[src/hw/rtl/fpbq_pkg.sv]
package fpbq_pkg;

	// Fixed widths of the register and output formats.
	localparam int COEF_W = 16;
	localparam int RAW_W  = 32;

	// Default fixed-point format.
	localparam int FRAC_BITS_DEF   = 10;
	localparam int SAMPLE_BITS_DEF = 10;

	// Configuration register map.
	localparam int CFG_IDX_W = 3;
	localparam logic [CFG_IDX_W-1:0] REG_B0 = 3'd0;
	localparam logic [CFG_IDX_W-1:0] REG_B1 = 3'd1;
	localparam logic [CFG_IDX_W-1:0] REG_B2 = 3'd2;
	localparam logic [CFG_IDX_W-1:0] REG_A1 = 3'd3;
	localparam logic [CFG_IDX_W-1:0] REG_A2 = 3'd4;

	// Coefficient values after reset (Q10).
	localparam logic signed [COEF_W-1:0] B0_RST = 16'sd1;
	localparam logic signed [COEF_W-1:0] B1_RST = 16'sd2;
	localparam logic signed [COEF_W-1:0] B2_RST = 16'sd1;
	localparam logic signed [COEF_W-1:0] A1_RST = -16'sd1978;
	localparam logic signed [COEF_W-1:0] A2_RST = 16'sd958;

endpackage

[src/hw/rtl/fixed_point_biquad_lowpass.sv]
// Second-order low-pass IIR section in direct form I. Each input transaction carries one
// unsigned converter sample, which is scaled to Q(FRAC_BITS) and filtered with the five
// signed Q(FRAC_BITS) coefficients held in the configuration registers (indices 0 to 4:
// b0, b1, b2, a1, a2; writes to higher indices are dropped). Each input transaction
// produces exactly one output transaction carrying the Q output raw_q (saturated to
// 32 bits), its integer part clamped to the sample range as level, and a clipped flag.
// The block accepts one sample per cycle unless a full output register is stalled, and
// result is registered on acceptance; the cycle time is set by the feedback from the
// output history through the a1 multiplier and five-input adder back into the history
// registers. Coefficients should only be written while no transaction is in flight.
module fixed_point_biquad_lowpass #(
	parameter int FRAC_BITS   = fpbq_pkg::FRAC_BITS_DEF,
	parameter int SAMPLE_BITS = fpbq_pkg::SAMPLE_BITS_DEF
) (
	input  logic                                 clk,
	input  logic                                 arst_n,
	// Sample input channel.
	input  logic                                 in_valid,
	output logic                                 in_stall,
	input  logic [SAMPLE_BITS-1:0]               sample,
	// Result output channel.
	output logic                                 out_valid,
	input  logic                                 out_stall,
	output logic [SAMPLE_BITS-1:0]               level,
	output logic signed [fpbq_pkg::RAW_W-1:0]    raw_q,
	output logic                                 clipped,
	// Coefficient write channel.
	input  logic                                 cfg_valid,
	output logic                                 cfg_ready,
	input  logic [fpbq_pkg::CFG_IDX_W-1:0]       cfg_index,
	input  logic [fpbq_pkg::COEF_W-1:0]          cfg_data
);

	localparam int COEF_W = fpbq_pkg::COEF_W;
	localparam int RAW_W  = fpbq_pkg::RAW_W;
	// A scaled sample with a leading zero so that it multiplies as a signed value.
	localparam int XW     = SAMPLE_BITS + FRAC_BITS + 1;
	localparam int XP_W   = COEF_W + XW;
	localparam int YP_W   = COEF_W + RAW_W;
	// Five products need three bits of growth, so the sum can never wrap.
	localparam int ACC_W  = ((XP_W > YP_W) ? XP_W : YP_W) + 3;

	localparam logic signed [RAW_W-1:0] RAW_MAX = {1'b0, {(RAW_W-1){1'b1}}};
	localparam logic signed [RAW_W-1:0] RAW_MIN = {1'b1, {(RAW_W-1){1'b0}}};

	logic signed [COEF_W-1:0] coef_b0_q, coef_b1_q, coef_b2_q, coef_a1_q, coef_a2_q;

	// Filter history: the two previous samples and the two previous saturated outputs.
	logic [SAMPLE_BITS-1:0]   prev_in_one_q, prev_in_two_q;
	logic signed [RAW_W-1:0]  prev_out_one_q, prev_out_two_q;

	logic signed [XW-1:0]     x0, x1, x2;
	logic signed [XP_W-1:0]   p_b0, p_b1, p_b2;
	logic signed [YP_W-1:0]   p_a1, p_a2;
	logic signed [ACC_W-1:0]  acc, acc_shift;
	logic [ACC_W-RAW_W:0]     acc_hi;
	logic                     acc_ovf;
	logic signed [RAW_W-1:0]  y_sat;
	logic [RAW_W-1:0]         y_int;
	logic [SAMPLE_BITS-1:0]   level_next;
	logic                     clip_next;
	logic                     in_accept;

	// The output register is the only buffer. A new sample is taken whenever that
	// register is empty or is being emptied in the same cycle, so the input side
	// only waits while the downstream side is stalling a full register.
	assign in_stall  = out_valid && out_stall;
	assign in_accept = in_valid && !in_stall;
	assign cfg_ready = 1'b1;

	// Coefficient registers.
	always_ff @(posedge clk or negedge arst_n) begin
		if (!arst_n) begin
			coef_b0_q <= fpbq_pkg::B0_RST;
			coef_b1_q <= fpbq_pkg::B1_RST;
			coef_b2_q <= fpbq_pkg::B2_RST;
			coef_a1_q <= fpbq_pkg::A1_RST;
			coef_a2_q <= fpbq_pkg::A2_RST;
		end else if (cfg_valid && cfg_ready) begin
			case (cfg_index)
				fpbq_pkg::REG_B0: coef_b0_q <= cfg_data;
				fpbq_pkg::REG_B1: coef_b1_q <= cfg_data;
				fpbq_pkg::REG_B2: coef_b2_q <= cfg_data;
				fpbq_pkg::REG_A1: coef_a1_q <= cfg_data;
				fpbq_pkg::REG_A2: coef_a2_q <= cfg_data;
				default: ;
			endcase
		end
	end

	// Inputs scaled to Q(FRAC_BITS); the top bit is always zero.
	assign x0 = {1'b0, sample,        {FRAC_BITS{1'b0}}};
	assign x1 = {1'b0, prev_in_one_q, {FRAC_BITS{1'b0}}};
	assign x2 = {1'b0, prev_in_two_q, {FRAC_BITS{1'b0}}};

	assign p_b0 = coef_b0_q * x0;
	assign p_b1 = coef_b1_q * x1;
	assign p_b2 = coef_b2_q * x2;
	assign p_a1 = coef_a1_q * prev_out_one_q;
	assign p_a2 = coef_a2_q * prev_out_two_q;

	assign acc = ACC_W'(p_b0) + ACC_W'(p_b1) + ACC_W'(p_b2)
	           - ACC_W'(p_a1) - ACC_W'(p_a2);

	// The arithmetic shift rounds towards minus infinity, as the filter is specified.
	assign acc_shift = acc >>> FRAC_BITS;

	// The shifted sum fits in RAW_W bits only when all bits above the sign agree.
	assign acc_hi  = acc_shift[ACC_W-1:RAW_W-1];
	assign acc_ovf = !((&acc_hi) || !(|acc_hi));

	always_comb begin
		if (acc_ovf) begin
			y_sat = acc_shift[ACC_W-1] ? RAW_MIN : RAW_MAX;
		end else begin
			y_sat = acc_shift[RAW_W-1:0];
		end
	end

	// Integer part of a non-negative output, used for the clamped level.
	assign y_int = {{FRAC_BITS{1'b0}}, y_sat[RAW_W-1:FRAC_BITS]};

	always_comb begin
		if (y_sat[RAW_W-1]) begin
			level_next = '0;
			clip_next  = 1'b1;
		end else if (|y_int[RAW_W-1:SAMPLE_BITS]) begin
			level_next = '1;
			clip_next  = 1'b1;
		end else begin
			level_next = y_int[SAMPLE_BITS-1:0];
			clip_next  = 1'b0;
		end
	end

	// History moves on only when a sample is accepted.
	always_ff @(posedge clk or negedge arst_n) begin
		if (!arst_n) begin
			prev_in_one_q  <= '0;
			prev_in_two_q  <= '0;
			prev_out_one_q <= '0;
			prev_out_two_q <= '0;
		end else if (in_accept) begin
			prev_in_one_q  <= sample;
			prev_in_two_q  <= prev_in_one_q;
			prev_out_one_q <= y_sat;
			prev_out_two_q <= prev_out_one_q;
		end
	end

	// Output register: its valid flag is control state, the payload is not reset.
	always_ff @(posedge clk or negedge arst_n) begin
		if (!arst_n) begin
			out_valid <= 1'b0;
		end else if (in_accept) begin
			out_valid <= 1'b1;
		end else if (!out_stall) begin
			out_valid <= 1'b0;
		end
	end

	always_ff @(posedge clk) begin
		if (in_accept) begin
			level   <= level_next;
			raw_q   <= y_sat;
			clipped <= clip_next;
		end
	end

endmodule

[config.mk]
export PLATFORM = sky130hd
export DESIGN_NAME = fixed_point_biquad_lowpass
export DESIGN_NICKNAME = d
export VERILOG_FILES = /design/src/hw/rtl/fpbq_pkg.sv /design/src/hw/rtl/fixed_point_biquad_lowpass.sv
export SDC_FILE = /design/constraint.sdc
export NUM_CORES = 2
export LEC_CHECK = 0
export ABC_AREA = 0
export BUFFER_PORTS_ARGS = -buffer_cell sky130_fd_sc_hd__buf_2
export CAP_MARGIN = 5
export CORE_ASPECT_RATIO = 1.1
export CORE_UTILIZATION = 61
export DETAILED_ROUTE_END_ITERATION = 12
export GPL_ROUTABILITY_DRIVEN = 0
export PLACE_DENSITY = 0.81
export SYNTH_ARGS = -nofsm -noshare
export SYNTH_HDL_FRONTEND = slang
export SYNTH_SLANG_ARGS = --single-unit
[constraint.sdc]
create_clock -name clk -period 11.9 [get_ports clk]
set_input_delay 0.595 -clock clk [delete_from_list [all_inputs] [get_ports clk]]
set_output_delay 0.595 -clock clk [all_outputs]
set_load 0.02 [all_outputs]
* Word-level counts from Yosys, hierarchy flattened
Index checks and enable logic that the tools add are counted.
Word-level totals: word-level logic and storage cells 47, bits in registers 208, output and inout port bits 46
Operators by class: multiply operators 5, multiplexer cells 6, eq/ne operators 5, reductions and logical operators 14, add/sub/neg operators 4
Operator list (number):
- multiplier 16 x 32 -> 48 bit | 2
- multiplier 16 x 11 -> 27 bit | 3
- 2-to-1 mux 32 bit | 2
- subtractor 49 x 48 -> 50 bit | 1
- subtractor 39 x 48 -> 49 bit | 1
- adder 38 x 37 -> 39 bit | 1
- adder 37 x 37 -> 38 bit | 1
- OR reduction 12 bit | 1
- 2-to-1 mux 10 bit | 1
- AND reduction 10 bit | 1
- AND reduction 2 bit | 5
- OR reduction 10 bit | 1
- == test 3 x 2 -> 1 bit, second input constant | 2
- == test 3 x 1 -> 1 bit, second input constant | 1
- == test 3 bit, second input constant | 1
- zero test 3 bit | 1
- 2-to-1 mux 1 bit | 3
- logical AND 1 bit | 2
- zero test 1 bit | 2
- inequality test 2 x 1 -> 1 bit, second input constant | 1
- logical OR 1 bit | 1

* Logic depth before layout (Yosys ltp)
depth in word-level cells 11, depth in mapped cells 53, depth with buffers taken out 49

* Least setup slack after synthesis
Ideal clock, no wire load.
path type input port to flip-flop, from in sample[2], to reg level[0] (data pin), data arrival time 12.972 ns, buffers on the path 4, stages on the path 46, setup time 0.270 ns, slack -1.342 ns, cells stage by stage clkbuf_1 > clkbuf_1 > nand2_1 > fa_1 > fa_1 > fa_1 > inv_1 > fa_1 > inv_1 > fa_1 > inv_1 > ha_1 > nor3_1 > nor2_1 > a311oi_1 > o21bai_1 > a21oi_1 > a21oi_1 > [10 not listed] > inv_1 > fa_1 > inv_1 > fa_1 > inv_1 > ha_1 > clkbuf_1 > nand4_1 > nor4_2 > o211a_1 > o41a_1 > or3b_1 > o211ai_1 > nor4_4 > nand4_1 > nor4_1 > buf_2 > a21oi_1
On the way: cells in the longest elaborated chain, start to end 11, elaborated cells between the ends (all ways) 13
Ends and longest elaborated chain:
- from (decl) | RTL line fixed_point_biquad_lowpass.sv:20 | input logic [SAMPLE_BITS-1:0] sample,
- multiplier 16 x 11 -> 27 bit (*) | RTL line fixed_point_biquad_lowpass.sv:96 | assign p_b0 = coef_b0_q * x0;
- adder 37 x 37 -> 38 bit (*) | RTL line fixed_point_biquad_lowpass.sv:102 | assign acc = ACC_W'(p_b0) + ACC_W'(p_b1) + ACC_W'(p_b2)
- adder 38 x 37 -> 39 bit (*) | RTL line fixed_point_biquad_lowpass.sv:102
- subtractor 39 x 48 -> 49 bit (*) | RTL line fixed_point_biquad_lowpass.sv:103 | - ACC_W'(p_a1) - ACC_W'(p_a2);
- subtractor 49 x 48 -> 50 bit (*) | RTL line fixed_point_biquad_lowpass.sv:103
- OR reduction 10 bit | RTL line fixed_point_biquad_lowpass.sv:110 | assign acc_ovf = !((&acc_hi) || !(|acc_hi));
- zero test 1 bit | RTL line fixed_point_biquad_lowpass.sv:110
- logical OR 1 bit | RTL line fixed_point_biquad_lowpass.sv:110
- 2-to-1 mux 32 bit (*) | RTL line fixed_point_biquad_lowpass.sv:113 | if (acc_ovf) begin
- OR reduction 12 bit | RTL line fixed_point_biquad_lowpass.sv:127 | end else if (|y_int[RAW_W-1:SAMPLE_BITS]) begin
- 2-to-1 mux 10 bit | RTL line fixed_point_biquad_lowpass.sv:127
- to (signal assigned) | RTL line fixed_point_biquad_lowpass.sv:164 | level <= level_next;
- to (decl) | RTL line fixed_point_biquad_lowpass.sv:24 | output logic [SAMPLE_BITS-1:0] level,
Every way passes the cells marked *; elsewhere a longest branch is shown, timed or not. A chain may end at the register's enable or synchronous reset.

* Final worst setup path
from reg prev_in_one_q[3], to reg raw_q[12] (netlist bit) (data pin)
On the way: cells in the longest elaborated chain, start to end 9, elaborated cells between the ends (all ways) 11
Ends and longest elaborated chain:
- from (decl) | RTL line fixed_point_biquad_lowpass.sv:49 | logic [SAMPLE_BITS-1:0] prev_in_one_q, prev_in_two_q;
- from (signal assigned) | RTL line fixed_point_biquad_lowpass.sv:144 | prev_in_one_q <= sample;
- multiplier 16 x 11 -> 27 bit (*) | RTL line fixed_point_biquad_lowpass.sv:97 | assign p_b1 = coef_b1_q * x1;
- adder 37 x 37 -> 38 bit (*) | RTL line fixed_point_biquad_lowpass.sv:102
- adder 38 x 37 -> 39 bit (*) | RTL line fixed_point_biquad_lowpass.sv:102
- subtractor 39 x 48 -> 49 bit (*) | RTL line fixed_point_biquad_lowpass.sv:103
- subtractor 49 x 48 -> 50 bit (*) | RTL line fixed_point_biquad_lowpass.sv:103
- OR reduction 10 bit | RTL line fixed_point_biquad_lowpass.sv:110
- zero test 1 bit | RTL line fixed_point_biquad_lowpass.sv:110
- logical OR 1 bit | RTL line fixed_point_biquad_lowpass.sv:110
- 2-to-1 mux 32 bit (*) | RTL line fixed_point_biquad_lowpass.sv:113
- net y_sat[12] | RTL line fixed_point_biquad_lowpass.sv:58 | logic signed [RAW_W-1:0] y_sat;
- to (signal assigned) | RTL line fixed_point_biquad_lowpass.sv:165 | raw_q <= y_sat;
- to (decl) | RTL line fixed_point_biquad_lowpass.sv:25 | output logic signed [fpbq_pkg::RAW_W-1:0] raw_q,
The timed path passes the listed nets; every way through them passes the cells marked *.

==> metrics.cfg <==
[status]
status=complete, but fails checks
violations=setup timing

[yosys]
synth_seq_area_share_pct=8.49
yosysTopAreaCellShare_pct=49.8
ys_types=80
synth_edf_count=43
synth_area_leaders=fa_1, inv_1, and2_1, ha_1, dfrtp_1
synth-seq-cells=208
syn_inst=6672
syn_avg_cell_area_um2=9.61
yosysWarningCount=0
yosys.area.top_type=fa_1
synth_fp_nets=8685
yosys_most_used_dff=dfrtp_1
synth-async-reset-ratio_pct=79.3
syn-cell-area_mm2=0.0641

[timing]
setup_slack_ns=-0.549
clock_skew_ns=0.0455
maxSlewHeadroom_pct=10.8
drv_slew=0
rsz0062_at_grt=yes
final.period_utilization_pct=105
fmax_mhz=80.3
fin_crit_ns=12.45
hold_viol_final=0
worst_pin_slew_ns=1.34
setup_viol=73

[finish]
fin_util_pct=67.9
fin_nets=8937
layout-drive-gt1-share_pct=12.6
final_area_mm2=0.0707
area_delta_synth_final_pct=10.3

[die]
boundaryPins=80
fp.dieArea_mm2=0.106
die_w_um=311
start_util_pct=61.6
die-height_um=342
num_rows=124
coreArea_mm2=0.104

[worst_setup_path]
endpoint_kind=register
critPathKind=register to register
cp_top_family=adder cells
path_max_fanout=23
reg2reg_slack_ns=-0.55
startpoint=prev_in_one_q[3]$_DFFE_PN0P_
worstPathArrival_ns=12.77
max_stage_delay_ns=0.56
reg2reg_to=raw_q[12]$_DFFE_PP_
start_kind=register
crit-reg2reg-launch=prev_in_one_q[3]$_DFFE_PN0P_
slowest_stage=fa_1
r2r_cells=50
cp_num_buf_inv=14
required_ns=12.22
cp_common_cell=fa_1

[min_path]
min_path_cells=2
min-delay-start=in_valid
hold_class=primary input to register
holdPathEnd=out_valid$_DFFE_PN0P_

[grt]
grt_start_max_net_pins=76
antenna_found_initial=5
track_usage_pct=33.7
grt-ovfl-total=0
grt_pass1_vias=53000
grt_pass1_wl_um=280000

[cts]
clk_path_buf_depth=3
cts_root_buf=clkbuf_16
cts_tree=built
cts_buffers=28
clkTransAtPathRegs_ns=0.07
clock_latency_ns=0.63
cts_sinks=208
htree_levels=1

[route]
via_per_inst=5.64
dr.pass1.iters=6
ant_nets=0
vias=47000
post-route-drc-count=0
wire_per_inst_um=20.7
drt-total-wl_um=173000
drtIter0Drc=3710

[placed_design]
placed_cell_area_mm2=0.0684
pre_cts_ws_ns=-0.984
io_buffer_count=78
place_hpwl_um=142000

[job]
maxCapViolations=0

==> how the worst max path moves through the flow <==
stage	end	depth (start not counted)
after floorplan	prev_out_one_q[29]$_DFFE_PN0P_	47
after global placement	level[1]$_SDFFCE_PP0P_	50
after detailed placement	raw_q[25]$_DFFE_PP_	46
after CTS	level[5]$_SDFFCE_PP0P_	49
after global routing	prev_out_one_q[11]$_DFFE_PN0P_	50
final	raw_q[12]$_DFFE_PP_	50
==> repair_timing <==
action                     4_1_cts  5_1_grt
gates resized for setup        118       79
hold buffers                     1        0
pin swaps                       72       61
cloned                           1        1
buffers inserted                27       17
setup endpoints to repair       75       75
hold endpoints to repair         4        0
==> metrics by stage <==
step | hold slack (ns) | setup TNS, ns | cells
floorplan | 0.299 | 0 | 6672
global placement | 0.489 | -50.34 | 8232
detailed placement | 0.494 | -66.60 | 8232
CTS | 0.227 | -24.84 | 8312
global route | 0.271 | -70.40 | 8332
finish | 0.242 | -36.32 | 8335
==> logic make-up (layout without fill, tap and decap cells) <==
| kind of cell | Yosys count | after routing | synth area share, % |
|---|---|---|---|
| AO/OA/AOI/OAI | 383 | 383 | 3.81 |
| XOR/XNOR | 132 | 132 | 1.83 |
| adder cells (fa/ha/maj) | 1979 | 1979 | 57.3 |
| buffers and inverters | 1915 | 2189 | 11.3 |
| flip-flops | 208 | 208 | 8.49 |
| multiplexers | 82 | 82 | 1.44 |
| other | 1 | 4 | 0.00585 |
| AND/OR/NAND/NOR | 1972 | 1972 | 15.8 |
==> cells in the final DEF (no fill, tap or decap), types with 9 or more instances in the layout <==
cell / Yosys / routed
buf_2: 4 / 77
dfrtp_2: 0 / 14
dfrtp_1: 146 / 132
o21a_1: 20 / 20
o21ai_0: 68 / 56
fa_1: 1595 / 1581
a21oi_1: 127 / 99
fa_2: 0 / 14
a21o_1: 27 / 27
nand4_1: 17 / 17
nor2b_1: 67 / 67
dfstp_2: 19 / 19
edfxtp_1: 43 / 43
nand2b_1: 11 / 11
o21ai_1: 15 / 19
clkbuf_16: 0 / 29
and2_1: 881 / 877
nand3_1: 26 / 23
ha_1: 384 / 355
a22oi_1: 16 / 16
xor2_1: 37 / 36
xnor2_1: 94 / 86
o211ai_1: 9 / 9
a31oi_1: 12 / 10
nand2_1: 814 / 803
o31ai_1: 18 / 17
and3_1: 14 / 10
nor2_1: 71 / 66
inv_1: 1607 / 1586
o21bai_1: 13 / 12
buf_4: 1 / 423
a21oi_2: 2 / 28
ha_4: 0 / 22
mux2_2: 80 / 80
inv_2: 1 / 21
nor3_1: 29 / 24
buf_6: 4 / 16
==> flip-flops by register name, summed over array words and instances, names as in the netlist, 10 cells and up <==
| name | flops |
|---|---|
| coef_a2_q | 16 |
| coef_b0_q | 16 |
| coef_b2_q | 16 |
| raw_q | 32 |
| coef_a1_q | 16 |
| level | 10 |
| prev_out_two_q | 32 |
| prev_in_two_q | 10 |
| coef_b1_q | 16 |
| prev_in_one_q | 10 |
| prev_out_one_q | 32 |
==> synthesized netlist by cell type, drive strengths merged, types with 6 or more instances <==
library cell	count
a211oi	7
a21o	27
a21oi	129
a22oi	16
a31oi	13
and2	881
and3	14
buf	13
clkbuf	294
dfrtp	146
dfstp	19
edfxtp	43
fa	1595
ha	384
inv	1608
mux2	80
nand2	814
nand2b	11
nand3	27
nand4	18
nor2	71
nor2b	67
nor3	30
nor4	7
o211ai	9
o21a	20
o21ai	83
o21bai	13
o311ai	15
o31ai	18
or2	8
or3	6
xnor2	94
xor2	37
==> final cells by class <==
type | instances | area (µm²)
multi-input combinational | 4549 | 52400
fill | 7438 | 33400
inverter | 1608 | 6040
sequential | 208 | 5460
timing repair buffer | 529 | 4010
tap | 1386 | 1730
clock buffer | 35 | 777
clock inverter | 17 | 243
antenna | 3 | 7.51
==> routing by layer <==
metal	global-route usage [%]	routed length [µm]	share of wire, %	vias up
li1	-	-	-	19900
met5	0	10	0.0058	-
met4	18.6	11600	6.7	2
met2	57.1	84000	49	2287
met3	7.01	15600	9.0	642
met1	40.4	61500	36	24100
Power is left out: the tool's default activity adds up to more than one toggle a clock period on the data nets, which glitch-free logic cannot reach.
